### src/rtl/cbdrp_pkg.sv
// Shared definitions for the console bus decoder with controller ports.
// Holds operation and target codes, decode addresses, the button mapping
// and the command and status structs between the controller and datapath.
package cbdrp_pkg;

  localparam int RAM_DEPTH_DEF = 2048;

  localparam logic [2:0] OP_CPU_RD  = 3'd0;
  localparam logic [2:0] OP_CPU_WR  = 3'd1;
  localparam logic [2:0] OP_PPU_RD  = 3'd2;
  localparam logic [2:0] OP_PPU_WR  = 3'd3;
  localparam logic [2:0] OP_BUTTONS = 3'd4;

  localparam logic [2:0] TGT_INTERNAL = 3'd0;
  localparam logic [2:0] TGT_PPU_REGS = 3'd1;
  localparam logic [2:0] TGT_APU      = 3'd2;
  localparam logic [2:0] TGT_CART_PRG = 3'd3;
  localparam logic [2:0] TGT_DMA      = 3'd4;
  localparam logic [2:0] TGT_PPU_MEM  = 3'd5;
  localparam logic [2:0] TGT_CART_CHR = 3'd6;

  localparam logic [15:0] ADDR_PPU_BASE  = 16'h2000;
  localparam logic [15:0] ADDR_APU_BASE  = 16'h4000;
  localparam logic [15:0] ADDR_CART_BASE = 16'h4020;
  localparam logic [15:0] ADDR_DMA       = 16'h4014;
  localparam logic [15:0] ADDR_PAD0      = 16'h4016;
  localparam logic [15:0] ADDR_PAD1      = 16'h4017;
  localparam logic [15:0] PPU_REG_MASK   = 16'h0007;
  localparam logic [15:0] PPU_ADDR_MASK  = 16'h3FFF;

  localparam logic [7:0] PAD_REFILL   = 8'h80;
  localparam logic [7:0] PAD_OPEN_BUS = 8'h40;

  typedef struct packed {
    logic load;
    logic exec_en;
    logic clear_en;
  } ctrl_cmd_t;

  typedef struct packed {
    logic clear_last;
  } dp_status_t;

  // Host buttons to latch order A, B, Select, Start, Up, Down, Left, Right.
  function automatic logic [7:0] map_buttons(input logic [11:0] v);
    return {v[11], v[10], v[9], v[8], v[6], v[7], v[1], v[0]};
  endfunction

endpackage

### src/rtl/cbdrp_ctrl.sv
// Controller: sequences the RAM clearing pass after reset, then issues
// one execute step per accepted transfer and raises the result strobe.
// Depends on cbdrp_pkg.
module cbdrp_ctrl import cbdrp_pkg::*; (
  input  logic       clk,
  input  logic       rst_n,
  input  logic       start,
  output logic       busy,
  output logic       out_valid,
  input  dp_status_t status,
  output ctrl_cmd_t  cmd
);

  typedef enum logic [2:0] {
    ST_CLEAR = 3'b001,
    ST_IDLE  = 3'b010,
    ST_EXEC  = 3'b100
  } ctrl_state_t;

  ctrl_state_t state_r, state_nxt;
  logic        valid_r;

  assign busy         = (state_r == ST_CLEAR);
  assign cmd.load     = start & ~busy;
  assign cmd.exec_en  = (state_r == ST_EXEC);
  assign cmd.clear_en = (state_r == ST_CLEAR);
  assign out_valid    = valid_r;

  always_comb begin
    unique case (state_r)
      ST_CLEAR: state_nxt = status.clear_last ? ST_IDLE : ST_CLEAR;
      ST_IDLE:  state_nxt = start ? ST_EXEC : ST_IDLE;
      ST_EXEC:  state_nxt = start ? ST_EXEC : ST_IDLE;
      default:  state_nxt = ST_CLEAR;
    endcase
  end

  always_ff @(posedge clk) begin
    if (!rst_n) begin
      state_r <= ST_CLEAR;
      valid_r <= 1'b0;
    end else begin
      state_r <= state_nxt;
      valid_r <= cmd.exec_en;
    end
  end

  a_no_result_while_clearing: assert property (@(posedge clk) disable iff (!rst_n)
    busy |-> !out_valid)
    else $error("result strobe during the clearing pass");

  a_accept_gives_result: assert property (@(posedge clk) disable iff (!rst_n)
    (start && !busy) |-> ##2 out_valid)
    else $error("accepted transfer produced no result two cycles later");

  a_result_from_exec: assert property (@(posedge clk) disable iff (!rst_n)
    out_valid |-> $past(state_r == ST_EXEC))
    else $error("result strobe without an execute step");

  a_clear_exit: assert property (@(posedge clk) disable iff (!rst_n)
    (state_r == ST_CLEAR) |=> (state_r == ST_CLEAR || state_r == ST_IDLE))
    else $error("clearing pass left for an execute step");

endmodule

### config.mk
export PLATFORM = sky130hd
export DESIGN_NAME = cbdrp_ctrl
export DESIGN_NICKNAME = d
export VERILOG_FILES = /design/src/rtl/cbdrp_pkg.sv /design/src/rtl/cbdrp_ctrl.sv
export SDC_FILE = /design/constraint.sdc
export NUM_CORES = 1
export LEC_CHECK = 0
export BUFFER_PORTS_ARGS = -buffer_cell sky130_fd_sc_hd__buf_2
export CAP_MARGIN = 0
export CORE_AREA = 8 8 45 47
export CTS_CLUSTER_DIAMETER = 100
export DETAILED_ROUTE_END_ITERATION = 8
export DIE_AREA = 0 0 53 55
export HOLD_SLACK_MARGIN = 0.03
export SLEW_MARGIN = 10
export SYNTH_ARGS = -nofsm -noshare
export SYNTH_HDL_FRONTEND = slang
export SYNTH_SLANG_ARGS = --single-unit
### constraint.sdc
create_clock -name clk -period 1 [get_ports clk]
set_input_delay 0.1 -clock clk [delete_from_list [all_inputs] [get_ports clk]]
set_output_delay 0.1 -clock clk [all_outputs]
set_load 0.01 [all_outputs]
# Yosys cells after proc, flatten, opt, wreduce, memory -nomap -nowiden

Index checks and enable logic that the tools add are counted.

Equality and inequality tests: 3
Multiplexer cells: 3
Bitwise logic cells: 2
Reductions and logical operators: 1

Operators by type and width:

| cell                                                 | count |
|---|---|
| case mux 3 bit (2 select lines)                      | 1 |
| equality test 3 x 1 -> 1 bit (second input constant) | 1 |
| equality test 3 x 2 -> 1 bit (second input constant) | 1 |
| equality test 3 bit (second input constant)          | 1 |
| two-way mux 3 bit                                    | 1 |
| two-way mux 2 bit                                    | 1 |
| OR reduction 2 bit                                   | 1 |
| AND 1 bit                                            | 1 |
| NOT 1 bit                                            | 1 |

Flip-flop bits (word level): 4
Output and inout bits: 5

# Logic depth before layout (Yosys ltp)

Word-level depth: 3
Depth in mapped cells: 2

# Worst setup path before layout

Ideal clock, no wire load.

Path type: reg-to-output
Start: register state_r[0]
End: output cmd[0] (netlist name)
Arrival time: 0.894 ns
Required time: 0.900 ns
Setup slack: 0.006 ns
Cell stages (with the launch flop): 3
Path through: dfxtp_1 nor3b_2 buf_4

Longest elaborated chain between the ends: 1

RTL lines:

| element                      | line             | text |
|---|---|---|
| start, declared              | cbdrp_ctrl.sv:20 | `ctrl_state_t state_r, state_nxt;` |
| start signal, assigned       | cbdrp_ctrl.sv:43 | `state_r <= state_nxt;` |
| equality test 3 x 1 -> 1 bit | n/a              |  |
| end, declared                | cbdrp_ctrl.sv:11 | `output ctrl_cmd_t cmd` |

Every way passes these cells.

==> results.md <==
- Outcome: finished, violations left
- Failing checks: negative setup slack
- Share of the synthesized area in the top cell type: 0.444
- Rel. slew slack: 0.857
- Vias: 172
- Worst vdd ir: 0.631 mV
- Clock Skews: 0.00346 ns
- Area growth syn-to-layout: 66.0%
- PwrDens: 1520 nW/um^2
- Worst setup margin: -0.102 ns
- Synth warn: 0
- DRT antenna net count: 0
- Static Leak: 0.145 nW
- RePlAce Congestion: 0.737
- Cts hold-fix bufs: 0
- Power, Total: 0.454 mW
- CTS H-tree lvls: 1
- Synth unique cells: 11
- Crit-path slowest cell: dfxtp_2
- Cell area after synthesis: 180 um^2
- Routed WL per cell: 10.1 um
- Clock sinks: 4
- CP Capture Type: output port
- N_diodes: 0
- Fin nets: 35
- Cell accounting for the most synthesized area: dfxtp_1
- # rows: 14
- Tot GR Track Use: 0.0377
- Max-Cap Viols: 0
- Die height: 55 um
- Most common cell after layout, fill and taps aside: buf_2
- TNS Setup: -0.306 ns
- Io pins: 9
- Overflow left after global routing: 0
- Die area: 2920 um^2
- Number of detailed-route iterations in the first pass: 2
- CTS tree: yes
- Min Tclk post-route: 1.10 ns
- Sequence of cells on the critical path: nor3b_4 -> nor2b_1 -> buf_2
- Commonest cells after routing, fill and taps aside: buf_2 (8), clkbuf_4 (3), buf_4 (3), dfxtp_2 (3)
- Worst Path Arrival: 1.00 ns
- Avg Synthesized Cell Area: 12.0 um^2
- Hold Crit Class: in -> reg
- Critical-path maximum fanout: 4
- CTS max path bufs: 2
- Maximum number of pins on one net before global-route repair: 7
- Final WL: 456 um
- Final setup fails: 4
- Max Slew Vio Count: 0
- First-pass GRT wire length: 696 um
- Synth Register Bits: 4
- Clk slew on worst S/H paths: 0.04 ns
- Drt initial violations: 1
- Initial antenna violation count: 0
- Initial Utilization: 0.130
- Syn nets: 19
- Worst slew pin tran: 0.214 ns
- CP Launch Type: register
- Fin crit share: 1.10
- Root Driver: clkbuf_4
- FMAX: 908 MHz
- Count of final hold-check violations: 0
- Post-synthesis cell count: 15
- Drt drc: 0
- Worst EP required: 0.90 ns
- Skew-Pair Late Insertion Delay: 0.23 ns
- RSZ-0062 raised after global routing: yes
- Fin area: 299 um^2
- DIE WIDTH: 53 um
- Core box area: 1380 um^2
- Crit path largest cell delay: 0.33 ns
- PortBufs: 8
- TritonCTS buffer count: 3
- Vias in the first global route: 169
- Critical path type: reg -> out
- Utilization after layout: 0.216
- Routed vias/inst: 3.82
- Share of the yosys chip area belonging to registers: 0.444
- Synth area leaders: dfxtp_1 (44%), nor3b_2 (14%), a32o_2 (6.3%)
- Area post-placement: 240 um^2
- Share of layout cells above drive strength 1: 0.759
registers in the layout, summed over array words and instances (netlist names):
| register | flops |
|---|---|
| out_valid | 1 |
| state_r | 3 |
per-stage QoR:
stage | worst slack, ns | cells | hold WS (ns)
3_3_place_gp | 0.0385 | 39 | 0.322
2_1_floorplan | 0.00647 | 15 | 0.215
4_1_cts | -0.116 | 45 | 0.0625
6_report | -0.102 | 45 | 0.0737
5_1_grt | -0.191 | 45 | 0.0641
3_5_place_dp | 0.0143 | 39 | 0.322
per-layer routing:
layer  vias up  part of all wire  global-route usage
met2         8              0.37              0.0449
li1         85                 -                   -
met3         0              0.14              0.0455
met5         -                 0                   0
met1        79              0.48              0.0349
met4         0                 0              0.0259
worst max-delay path, delay by kind of cell, from the launching register on:
| kind | cells | cell delay [ns] |
|---|---|---|
| flip-flops | 1 | 0.33 |
| AND/OR/NAND/NOR | 2 | 0.30 |
| buffers and inverters | 1 | 0.14 |
worst paths after layout:
kind,from,to,slack (ns),depth (start not counted)
max,state_r[2],cmd[2],-0.10,3
min,status,state_r[0],0.07,2
max reg2reg,state_r[0],state_r[1],0.04,4
min reg2reg,state_r[1],out_valid,0.62,2
logic make-up after synthesis:
| family | Yosys count | share of synthesized area |
|---|---|---|
| AOI/OAI and AO/OA | 2 | 0.111 |
| DFF | 4 | 0.444 |
| xor gates and xnor gates | 1 | 0.0486 |
| buffers and inverters | 1 | 0.0417 |
| and+or+nand+nor | 7 | 0.354 |
synth_stat cells:
cell     n
a32o_2   1
and2_1   1
and2b_2  1
buf_4    1
a32oi_1  1
nor3b_1  1
xor2_1   1
dfxtp_1  4
and4b_1  1
nor2b_1  1
nor3b_2  2
power breakdown:
group	internal [mW]	switching [mW]	total [mW]	leakage (nW)
combinational	0.0485	0.0360	0.0845	0.0985
sequential	0.169	0.00772	0.177	0.0332
clock	0.134	0.0595	0.193	0.0138
total	0.351	0.103	0.454	0.145
what timing repair did:
action / CTS / global route
gates resized for setup: 5 / 0
gates cloned: 0 / 0
pin swaps: 2 / 1
setup buffers: 3 / 1
setup endpoints to repair: 4 / 6
area by class of cell:
cell class              count  area (um^2)
clock buffers               3         22.5
fillers                   161         1080
multi-input cells          10         98.8
flip-flops and latches      4         83.8
well taps                  16         20.0
repair buffers             12         73.8
(Power assumes the default switching activity.)
